===== config.mk =====
export PLATFORM = sky130hd
export DESIGN_NAME = fixed_string_line_matcher
export DESIGN_NICKNAME = d
export VERILOG_FILES = /design/src/rtl/fslm_pkg.sv /design/src/rtl/fslm_cfg_regs.sv /design/src/rtl/fslm_window.sv /design/src/rtl/fslm_line_track.sv /design/src/rtl/fixed_string_line_matcher.sv
export SDC_FILE = /design/constraint.sdc
export NUM_CORES = 2
export LEC_CHECK = 0
export BUFFER_PORTS_ARGS = -buffer_cell sky130_fd_sc_hd__buf_2
export CORE_ASPECT_RATIO = 0.5
export CORE_MARGIN = 2
export CORE_UTILIZATION = 55
export DETAILED_ROUTE_END_ITERATION = 8
export PLACE_DENSITY = 0.8
export SETUP_SLACK_MARGIN = 0.2
export SLEW_MARGIN = 20
export SYNTH_ARGS = -nofsm -noshare
export SYNTH_HDL_FRONTEND = slang
export SYNTH_HIERARCHICAL = 1
export SYNTH_SLANG_ARGS = --single-unit
export TNS_END_PERCENT = 30

===== constraint.sdc =====
create_clock -name i_clk -period 11.3 [get_ports i_clk]
set_input_delay 2.26 -clock i_clk [delete_from_list [all_inputs] [get_ports i_clk]]
set_output_delay 2.26 -clock i_clk [all_outputs]
set_load 0.005 [all_outputs]

===== src/rtl/fslm_pkg.sv =====
`timescale 1ns / 1ps

package fslm_pkg;

    localparam int MAX_PATTERN = 32;
    localparam int LINE_BITS   = 32;
    localparam int COLUMN_BITS = 16;
    localparam int REG_BYTES   = 32;

    localparam int MAX_LEN  = (MAX_PATTERN < REG_BYTES) ? MAX_PATTERN : REG_BYTES;
    localparam int ACT_W    = $clog2(MAX_LEN + 1);
    localparam int FILL_W   = $clog2(MAX_PATTERN + 1);
    localparam int WIN_IW   = (MAX_PATTERN > 1) ? $clog2(MAX_PATTERN) : 1;
    localparam int PAT_IW   = (REG_BYTES > 1) ? $clog2(REG_BYTES) : 1;

    localparam int TEXT_W      = 8;
    localparam int LINE_OUT_W  = 32;
    localparam int COL_OUT_W   = 16;
    localparam int CFG_IDX_W   = 3;
    localparam int CFG_DATA_W  = 64;
    localparam int LEN_REG_W   = 6;
    localparam int WORD_BYTES  = CFG_DATA_W / 8;

    localparam logic [TEXT_W-1:0] NEWLINE_BYTE = 8'h0A;

    localparam logic [CFG_IDX_W-1:0] REG_LENGTH   = 3'd0;
    localparam logic [CFG_IDX_W-1:0] REG_BYTES_LO = 3'd1;
    localparam logic [CFG_IDX_W-1:0] REG_BYTES_ML = 3'd2;
    localparam logic [CFG_IDX_W-1:0] REG_BYTES_MH = 3'd3;
    localparam logic [CFG_IDX_W-1:0] REG_BYTES_HI = 3'd4;

    typedef logic [REG_BYTES-1:0][7:0]   t_pat;
    typedef logic [MAX_PATTERN-1:0][7:0] t_win;

    typedef struct packed {
        logic [ACT_W-1:0] act_len;
        t_pat             pattern;
    } t_cfg;

    typedef struct packed {
        logic                  hit;
        logic [LINE_OUT_W-1:0] line_number;
        logic [COL_OUT_W-1:0]  match_column;
    } t_report;

endpackage


===== src/rtl/fslm_cfg_regs.sv =====
`timescale 1ns / 1ps

module fslm_cfg_regs (
    input  logic                             i_clk,
    input  logic                             i_rst_n,
    input  logic                             i_cfg_valid,
    input  logic [fslm_pkg::CFG_IDX_W-1:0]   i_cfg_index,
    input  logic [fslm_pkg::CFG_DATA_W-1:0]  i_cfg_data,
    output fslm_pkg::t_cfg                   o_cfg
);

    logic [fslm_pkg::LEN_REG_W-1:0] r_len;
    fslm_pkg::t_pat                 r_pat;
    fslm_pkg::t_pat                 n_pat;
    logic [fslm_pkg::LEN_REG_W-1:0] n_len;

    always_comb begin
        logic [fslm_pkg::PAT_IW-1:0] slot;
        slot  = '0;
        n_len = r_len;
        n_pat = r_pat;
        if (i_cfg_valid) begin
            unique case (i_cfg_index) inside
                fslm_pkg::REG_LENGTH: begin
                    n_len = i_cfg_data[fslm_pkg::LEN_REG_W-1:0];
                end
                fslm_pkg::REG_BYTES_LO, fslm_pkg::REG_BYTES_ML,
                fslm_pkg::REG_BYTES_MH, fslm_pkg::REG_BYTES_HI: begin
                    for (int k = 0; k < fslm_pkg::WORD_BYTES; k++) begin
                        slot = fslm_pkg::PAT_IW'((int'(i_cfg_index) - 1)
                             * fslm_pkg::WORD_BYTES + k);
                        n_pat[slot] = i_cfg_data[8*k +: 8];
                    end
                end
                default: begin
                end
            endcase
        end
    end

    always_ff @(posedge i_clk) begin
        if (!i_rst_n) begin
            r_len <= fslm_pkg::LEN_REG_W'(1);
            r_pat <= '0;
        end else begin
            r_len <= n_len;
            r_pat <= n_pat;
        end
    end

    always_comb begin
        if (r_len == '0) begin
            o_cfg.act_len = fslm_pkg::ACT_W'(1);
        end else if (int'(r_len) > fslm_pkg::MAX_LEN) begin
            o_cfg.act_len = fslm_pkg::ACT_W'(fslm_pkg::MAX_LEN);
        end else begin
            o_cfg.act_len = fslm_pkg::ACT_W'(r_len);
        end
        o_cfg.pattern = r_pat;
    end

endmodule


===== src/rtl/fslm_window.sv =====
`timescale 1ns / 1ps

module fslm_window (
    input  logic                          i_clk,
    input  logic                          i_rst_n,
    input  logic                          i_advance,
    input  logic [fslm_pkg::TEXT_W-1:0]   i_text_byte,
    input  logic                          i_file_start,
    input  fslm_pkg::t_cfg                i_cfg,
    output logic                          o_window_hit
);

    fslm_pkg::t_win                   r_win;
    fslm_pkg::t_win                   n_win;
    logic [fslm_pkg::FILL_W-1:0]      r_fill;
    logic [fslm_pkg::FILL_W-1:0]      n_fill;
    logic [fslm_pkg::FILL_W-1:0]      w_fill_base;
    logic                             w_bytes_ok;

    always_comb begin
        n_win[0] = i_text_byte;
        for (int k = 1; k < fslm_pkg::MAX_PATTERN; k++) begin
            n_win[k] = r_win[k-1];
        end
    end

    assign w_fill_base = i_file_start ? '0 : r_fill;
    assign n_fill = (int'(w_fill_base) == fslm_pkg::MAX_PATTERN) ? w_fill_base
                  : w_fill_base + fslm_pkg::FILL_W'(1);

    // pattern byte j sits at window slot len-1-j
    always_comb begin
        logic [fslm_pkg::WIN_IW-1:0] idx;
        idx        = '0;
        w_bytes_ok = 1'b1;
        for (int j = 0; j < fslm_pkg::MAX_LEN; j++) begin
            if (j < int'(i_cfg.act_len)) begin
                idx = fslm_pkg::WIN_IW'(int'(i_cfg.act_len) - 1 - j);
                if (i_cfg.pattern[j] != n_win[idx]) begin
                    w_bytes_ok = 1'b0;
                end
            end
        end
    end

    assign o_window_hit = w_bytes_ok && (n_fill >= fslm_pkg::FILL_W'(i_cfg.act_len));

    always_ff @(posedge i_clk) begin
        if (!i_rst_n) begin
            r_win  <= '0;
            r_fill <= '0;
        end else if (i_advance) begin
            r_win  <= n_win;
            r_fill <= n_fill;
        end
    end

endmodule


===== src/rtl/fslm_line_track.sv =====
`timescale 1ns / 1ps

module fslm_line_track (
    input  logic                          i_clk,
    input  logic                          i_rst_n,
    input  logic                          i_advance,
    input  logic [fslm_pkg::TEXT_W-1:0]   i_text_byte,
    input  logic                          i_file_start,
    input  logic                          i_window_hit,
    input  fslm_pkg::t_cfg                i_cfg,
    output fslm_pkg::t_report             o_report
);

    localparam logic [fslm_pkg::LINE_BITS-1:0] LINE_LIMIT =
        {{(fslm_pkg::LINE_BITS-1){1'b1}}, 1'b0};
    localparam logic [fslm_pkg::COLUMN_BITS-1:0] COLUMN_MAX = '1;

    logic [fslm_pkg::LINE_BITS-1:0]   r_line;
    logic [fslm_pkg::COLUMN_BITS-1:0] r_col;
    logic                             r_reported;
    logic [fslm_pkg::LINE_BITS-1:0]   n_line;
    logic [fslm_pkg::COLUMN_BITS-1:0] n_col;
    logic                             n_reported;

    logic [fslm_pkg::LINE_BITS-1:0]   w_line_base;
    logic [fslm_pkg::COLUMN_BITS-1:0] w_col_base;
    logic [fslm_pkg::COLUMN_BITS-1:0] w_back;
    logic [fslm_pkg::COLUMN_BITS-1:0] w_col_out;
    logic                             w_reported_base;
    logic                             w_hit;

    assign w_line_base     = i_file_start ? '0 : r_line;
    assign w_col_base      = i_file_start ? '0 : r_col;
    assign w_reported_base = i_file_start ? 1'b0 : r_reported;
    assign w_hit           = i_window_hit && !w_reported_base;

    assign w_back = fslm_pkg::COLUMN_BITS'(i_cfg.act_len - fslm_pkg::ACT_W'(1));

    always_comb begin
        if (w_col_base >= COLUMN_MAX) begin
            w_col_out = COLUMN_MAX;
        end else if (w_col_base >= w_back) begin
            w_col_out = w_col_base - w_back;
        end else begin
            w_col_out = '0;
        end
    end

    assign o_report.hit          = w_hit;
    assign o_report.line_number  =
        fslm_pkg::LINE_OUT_W'(w_line_base + fslm_pkg::LINE_BITS'(1));
    assign o_report.match_column = fslm_pkg::COL_OUT_W'(w_col_out);

    always_comb begin
        if (i_text_byte == fslm_pkg::NEWLINE_BYTE) begin
            n_line     = (w_line_base < LINE_LIMIT)
                       ? w_line_base + fslm_pkg::LINE_BITS'(1) : w_line_base;
            n_col      = '0;
            n_reported = 1'b0;
        end else begin
            n_line     = w_line_base;
            n_col      = (w_col_base < COLUMN_MAX)
                       ? w_col_base + fslm_pkg::COLUMN_BITS'(1) : w_col_base;
            n_reported = w_reported_base || w_hit;
        end
    end

    always_ff @(posedge i_clk) begin
        if (!i_rst_n) begin
            r_line     <= '0;
            r_col      <= '0;
            r_reported <= 1'b0;
        end else if (i_advance) begin
            r_line     <= n_line;
            r_col      <= n_col;
            r_reported <= n_reported;
        end
    end

endmodule


===== src/rtl/fixed_string_line_matcher.sv =====
`timescale 1ns / 1ps

// channel  direction  handshake                    payload
// in       input      i_in_valid / o_in_stall      i_text_byte, i_file_start
// out      output     o_out_valid / i_out_stall    o_line_number, o_match_column
// cfg      input      i_cfg_valid / o_cfg_ready    i_cfg_index, i_cfg_data
//
// One byte per cycle sustained while the output is not stalled; a transfer lands
// in the input register and its result, if any, then in the output register.
// The compare over the byte window and the counter update sit between the two.
// Synchronous active-low reset clears window, counters and pattern; length = 1.
// A stalled result holds the output register; the input side keeps taking
// transfers until the input register is also occupied.

module fixed_string_line_matcher (
    input  logic                                 i_clk,
    input  logic                                 i_rst_n,
    input  logic                                 i_in_valid,
    output logic                                 o_in_stall,
    input  logic [fslm_pkg::TEXT_W-1:0]          i_text_byte,
    input  logic                                 i_file_start,
    output logic                                 o_out_valid,
    input  logic                                 i_out_stall,
    output logic [fslm_pkg::LINE_OUT_W-1:0]      o_line_number,
    output logic [fslm_pkg::COL_OUT_W-1:0]       o_match_column,
    input  logic                                 i_cfg_valid,
    output logic                                 o_cfg_ready,
    input  logic [fslm_pkg::CFG_IDX_W-1:0]       i_cfg_index,
    input  logic [fslm_pkg::CFG_DATA_W-1:0]      i_cfg_data
);

    logic                              r_in_valid;
    logic [fslm_pkg::TEXT_W-1:0]       r_text_byte;
    logic                              r_file_start;
    logic                              r_out_valid;
    logic [fslm_pkg::LINE_OUT_W-1:0]   r_line_number;
    logic [fslm_pkg::COL_OUT_W-1:0]    r_match_column;
    logic                              n_in_valid;

    logic                              w_out_free;
    logic                              w_advance;
    logic                              w_in_take;
    logic                              w_window_hit;
    fslm_pkg::t_cfg                    w_cfg;
    fslm_pkg::t_report                 w_report;

    assign o_cfg_ready = 1'b1;

    assign w_out_free = !r_out_valid || !i_out_stall;
    assign w_advance  = r_in_valid && w_out_free;
    assign o_in_stall = r_in_valid && !w_out_free;
    assign w_in_take  = i_in_valid && !o_in_stall;
    assign n_in_valid = w_in_take || (r_in_valid && !w_advance);

    fslm_cfg_regs u_cfg (
        .i_clk       (i_clk),
        .i_rst_n     (i_rst_n),
        .i_cfg_valid (i_cfg_valid && o_cfg_ready),
        .i_cfg_index (i_cfg_index),
        .i_cfg_data  (i_cfg_data),
        .o_cfg       (w_cfg)
    );

    fslm_window u_window (
        .i_clk        (i_clk),
        .i_rst_n      (i_rst_n),
        .i_advance    (w_advance),
        .i_text_byte  (r_text_byte),
        .i_file_start (r_file_start),
        .i_cfg        (w_cfg),
        .o_window_hit (w_window_hit)
    );

    fslm_line_track u_track (
        .i_clk        (i_clk),
        .i_rst_n      (i_rst_n),
        .i_advance    (w_advance),
        .i_text_byte  (r_text_byte),
        .i_file_start (r_file_start),
        .i_window_hit (w_window_hit),
        .i_cfg        (w_cfg),
        .o_report     (w_report)
    );

    always_ff @(posedge i_clk) begin
        if (!i_rst_n) begin
            r_in_valid <= 1'b0;
        end else begin
            r_in_valid <= n_in_valid;
        end
    end

    always_ff @(posedge i_clk) begin
        if (w_in_take) begin
            r_text_byte  <= i_text_byte;
            r_file_start <= i_file_start;
        end
    end

    always_ff @(posedge i_clk) begin
        if (!i_rst_n) begin
            r_out_valid <= 1'b0;
        end else if (w_out_free) begin
            r_out_valid <= w_advance && w_report.hit;
        end
    end

    always_ff @(posedge i_clk) begin
        if (w_advance && w_report.hit) begin
            r_line_number  <= w_report.line_number;
            r_match_column <= w_report.match_column;
        end
    end

    assign o_out_valid    = r_out_valid;
    assign o_line_number  = r_line_number;
    assign o_match_column = r_match_column;

endmodule

==> metrics.md <==
| Metric | Value |
|---|---|
| Worst vdd ir | `0.1142 mV` |
| Crit-path max cell delay | `1.09 ns` |
| Placed cell area | `50,430 um2` |
| Die X | `427.3 um` |
| Total CTS buffers | `59` |
| CTS Sinks | `624` |
| Remaining DRCs | `0` |
| CP arrival | `9.39 ns` |
| Worst EP required | `11.62 ns` |
| Reg-to-reg slack, setup | `2.23 ns` |
| Max transition margin | `0.07160` |
| Hold Fails Final Rpt | `0` |
| RSZ-0062 raised after global routing | `no` |
| CP delay by family, top | `compound AO/OA/AOI/OAI gates` |
| Vias in the first global route | `38,835` |
| Slew Limit Fails | `0` |
| WP depth | `21` |
| Final setup viols | `0` |
| Critical path launch point | `u_cfg/r_len[1]` |
| Seq/Total Area, Yosys | `0.2651` |
| Clock power frac | `0.413` |
| H-Tree Depth | `2` |
| Fraction of layout cells with a size suffix above 1 | `0.1882` |
| Fin crit period | `9.073 ns` |
| Clock transition at path regs | `0.07 ns` |
| Fmax | `110.2 MHz` |
| Slowest-stage cell, CP | `a21oi_1` |
| Chip height | `215.6 um` |
| WP buf/inv | `3` |
| Comb power frac | `0.161` |
| Die ar. | `92,130 um2` |
| Status | `completed` |
| Least-Margin Pin Slew | `1.378 ns` |
| Leakage power | `21.67 nW` |
| Clk buf depth | `3` |
| Layout net count | `5,071` |
| IO buf count | `130` |
| Switching Fraction | `0.2991` |
| Syn_nets | `5,139` |
| Count leader, synth | `mux2i_1` |
| Clk_lat worst skew | `0.72 ns` |
| Sw power | `1.612 mW` |
| Commonest cells post-synth | `mux2i_1 (893), dfxtp_1 (567), nand2_1 (530), mux2_2 (307), nor2b_1 (287)` |
| Crit path cell chain | `or4_1 -> a21oi_4 -> inv_6 -> ha_4 -> buf_12 -> mux2_2 -> mux2i_1 -> o22ai_1 -> a21oi_1 -> xor2_1 -> nand4_1 -> nor4_2 -> a32oi_1 -> a2111oi_2 -> nand4_1 -> or3_1 -> nor3_2 -> a21boi_0 -> nand2_1 -> a21oi_4 -> buf_4` |
| Gate count of the mapped netlist | `5,017` |
| Critical path class | `reg2reg` |
| Tcrit/Tclk final | `0.8029` |
| DR iter-0 viols | `6,438` |
| Drt pass-1 iters | `8` |
| Crit path capture | `o_match_column[8]` |
| Reg2reg path depth | `21` |
| Placed cells | `6,073` |
| Cell Int Power | `3.778 mW` |
| Routed WL per cell | `31.47 um` |
| Top post-synthesis cells by area | `dfxtp_1 (23%), mux2i_1 (18%), mux4_2 (11%)` |
| Min-Delay Path Class | `reg2reg` |
| Final WL | `194.8 mm` |
| Fin cells | `6,191` |
| Reg2Reg Launch Point | `u_cfg/r_len[1]` |
| Vias per cell | `6.837` |
| Average cell area after synthesis | `9.820 um2` |
| Worst setup SP type | `register` |
| Hold Worst Slack | `0.4710 ns` |
| # IOs | `132` |
| Layout area overhead | `6.781%` |
| CP max FO | `183` |
| Core box area | `88,540 um2` |
| Final HPWL DP | `150.6 mm` |
| Flops & latches, synth | `624` |
| Yosys warning count | `6` |
| Cts hold-fix bufs | `0` |
| Largest net degree at the start of global routing | `184` |
| Post-route ant nets | `0` |
| Routability cong. | `1.115` |
| Max Cap Violations | `0` |
| Fin Setup TNS | `0 ns` |
| Total grt overflow | `0` |
| Primary FF master, synth | `dfxtp_1` |
| Synth unique cells | `108` |
| Vias | `42,326` |
| Number of fill cells | `7,475` |
| Post-route cell area | `52,610 um2` |
| Row count | `77` |
| Power Density | `102.5 nW/um2` |
| GRT Util Overall | `0.4096` |
| Clk root buf | `clkbuf_16` |
| Synth top area share | `0.2304` |
| Synthesized area | `49,270 um2` |
| First-pass GRT wire length | `274.8 mm` |
| Crit. End Element | `register` |
| Initial antenna violation count | `13` |
| Post-CTS Setup Bufs | `0` |
| Reg2Reg Capture Point | `o_match_column[8]` |
| Flop pwr share | `0.427` |
| Final Total Pwr | `5.390 mW` |
| Asr flop ratio synth | `0` |
| Post-Route Skew | `0.05675 ns` |
| Post-cts resize count | `0` |
| Post-synth top area cell | `dfxtp_1` |
| CTS tree | `built` |
| Number of enable flip-flop cells after synthesis | `57` |
| Initial Utilization | `0.5564` |
## layout by cell type, fill, tap and decap left out, types with 57 or more instances in the layout
master and n:
a21oi_1 139, buf_2 129, buf_4 79, clkbuf_16 59, dfxtp_1 567, edfxtp_1 57, mux2_2 307, mux2i_1 889
mux4_2 235, nand2_1 530, nand3_1 69, nand4_1 63, nor2_1 198, nor2b_1 283, nor3_1 71, o21ai_0 109
xnor2_1 244, xor2_1 236
## how the worst min path moves through the flow
stage                     startpoint          endpoint  depth (start not counted)
finish                u_cfg/r_len[4]    u_cfg/r_len[4]                          2
global route        u_cfg/o_cfg[229]  u_cfg/o_cfg[229]                          2
CTS                 u_cfg/o_cfg[229]  u_cfg/o_cfg[229]                          2
detailed placement  u_track/r_col[5]  u_track/r_col[5]                          1
global placement     u_cfg/o_cfg[58]   u_cfg/o_cfg[58]                          2
floorplan            u_cfg/o_cfg[32]   u_cfg/o_cfg[32]                          2
## power groups by stage
| stage | combinational, mW | clock (mW) | sequential [mW] |
|---|---|---|---|
| 2_1_floorplan | 0.587 | 0 | 2.33 |
| 3_3_place_gp | 0.816 | 0 | 2.35 |
| 3_5_place_dp | 0.827 | 0 | 2.35 |
| 4_1_cts | 0.830 | 2.25 | 2.30 |
| 5_1_grt | 0.892 | 2.35 | 2.30 |
| 6_report | 0.866 | 2.22 | 2.30 |
## flip-flops by register name, indices dropped and copies added, names as in the netlist
signal / cells
r_in_valid: 1
r_file_start: 1
u_cfg/r_len: 6
o_match_column: 16
u_track/r_line: 32
u_track/r_col: 16
u_window/n_win: 248
u_track/r_reported: 1
r_text_byte: 8
u_cfg/o_cfg: 256
u_window/r_fill: 6
o_out_valid: 1
o_line_number: 32
## layer usage
metal	track usage	wire (um)	share of wire
met1	0.5674	80060	0.41
met2	0.5465	75870	0.39
met3	0.2099	32220	0.17
met4	0.1231	6671	0.034
met5	0	17	0.000087
## logic make-up (layout without fill, tap and decap cells)
family	after synthesis	in the layout	share of synthesized area
other cells	1	7	0.00007612
fa+ha+maj	41	41	0.01057
compound gates	530	530	0.07025
mux	1455	1455	0.3697
xor+xnor	493	493	0.08907
simple gates	1480	1480	0.1529
flops	624	624	0.2651
buf+inv	393	376	0.04234
## area by class of cell
type	instances	area, um2	share of cell area
flip-flops and latches	624	13060	0.2483
clock inverters	39	515.5	0.009799
inverters	49	188.9	0.003591
clock buffers	73	1609	0.03059
diodes	6	15.01	0.0002854
multi-input cells	4000	34360	0.6531
repair buffers	215	1374	0.02611
well taps	1185	1483	0.02818
## worst reg2reg max path, stage by stage, from the launching register on
cell	delay, ns
dfxtp_1	0.32
or4_1	0.58
a21oi_4	0.33
inv_6	0.22
ha_4	0.83
buf_12	0.73
mux2_2	0.68
mux2i_1	0.35
o22ai_1	0.16
a21oi_1	1.09
xor2_1	0.22
nand4_1	0.13
nor4_2	0.18
a32oi_1	0.26
a2111oi_2	0.60
nand4_1	0.14
or3_1	0.42
nor3_2	0.41
a21boi_0	0.25
nand2_1	0.13
a21oi_4	0.12
buf_4	0.52
## metrics by stage
| step | utilization | setup WS, ns |
|---|---|---|
| CTS | 0.5936 | 2.468 |
| detailed placement | 0.5696 | 2.523 |
| finish | 0.5942 | 2.227 |
| floorplan | - | 1.174 |
| global placement | 0.5695 | 2.736 |
| global route | 0.5940 | 2.059 |
(Power assumes the default switching activity.)
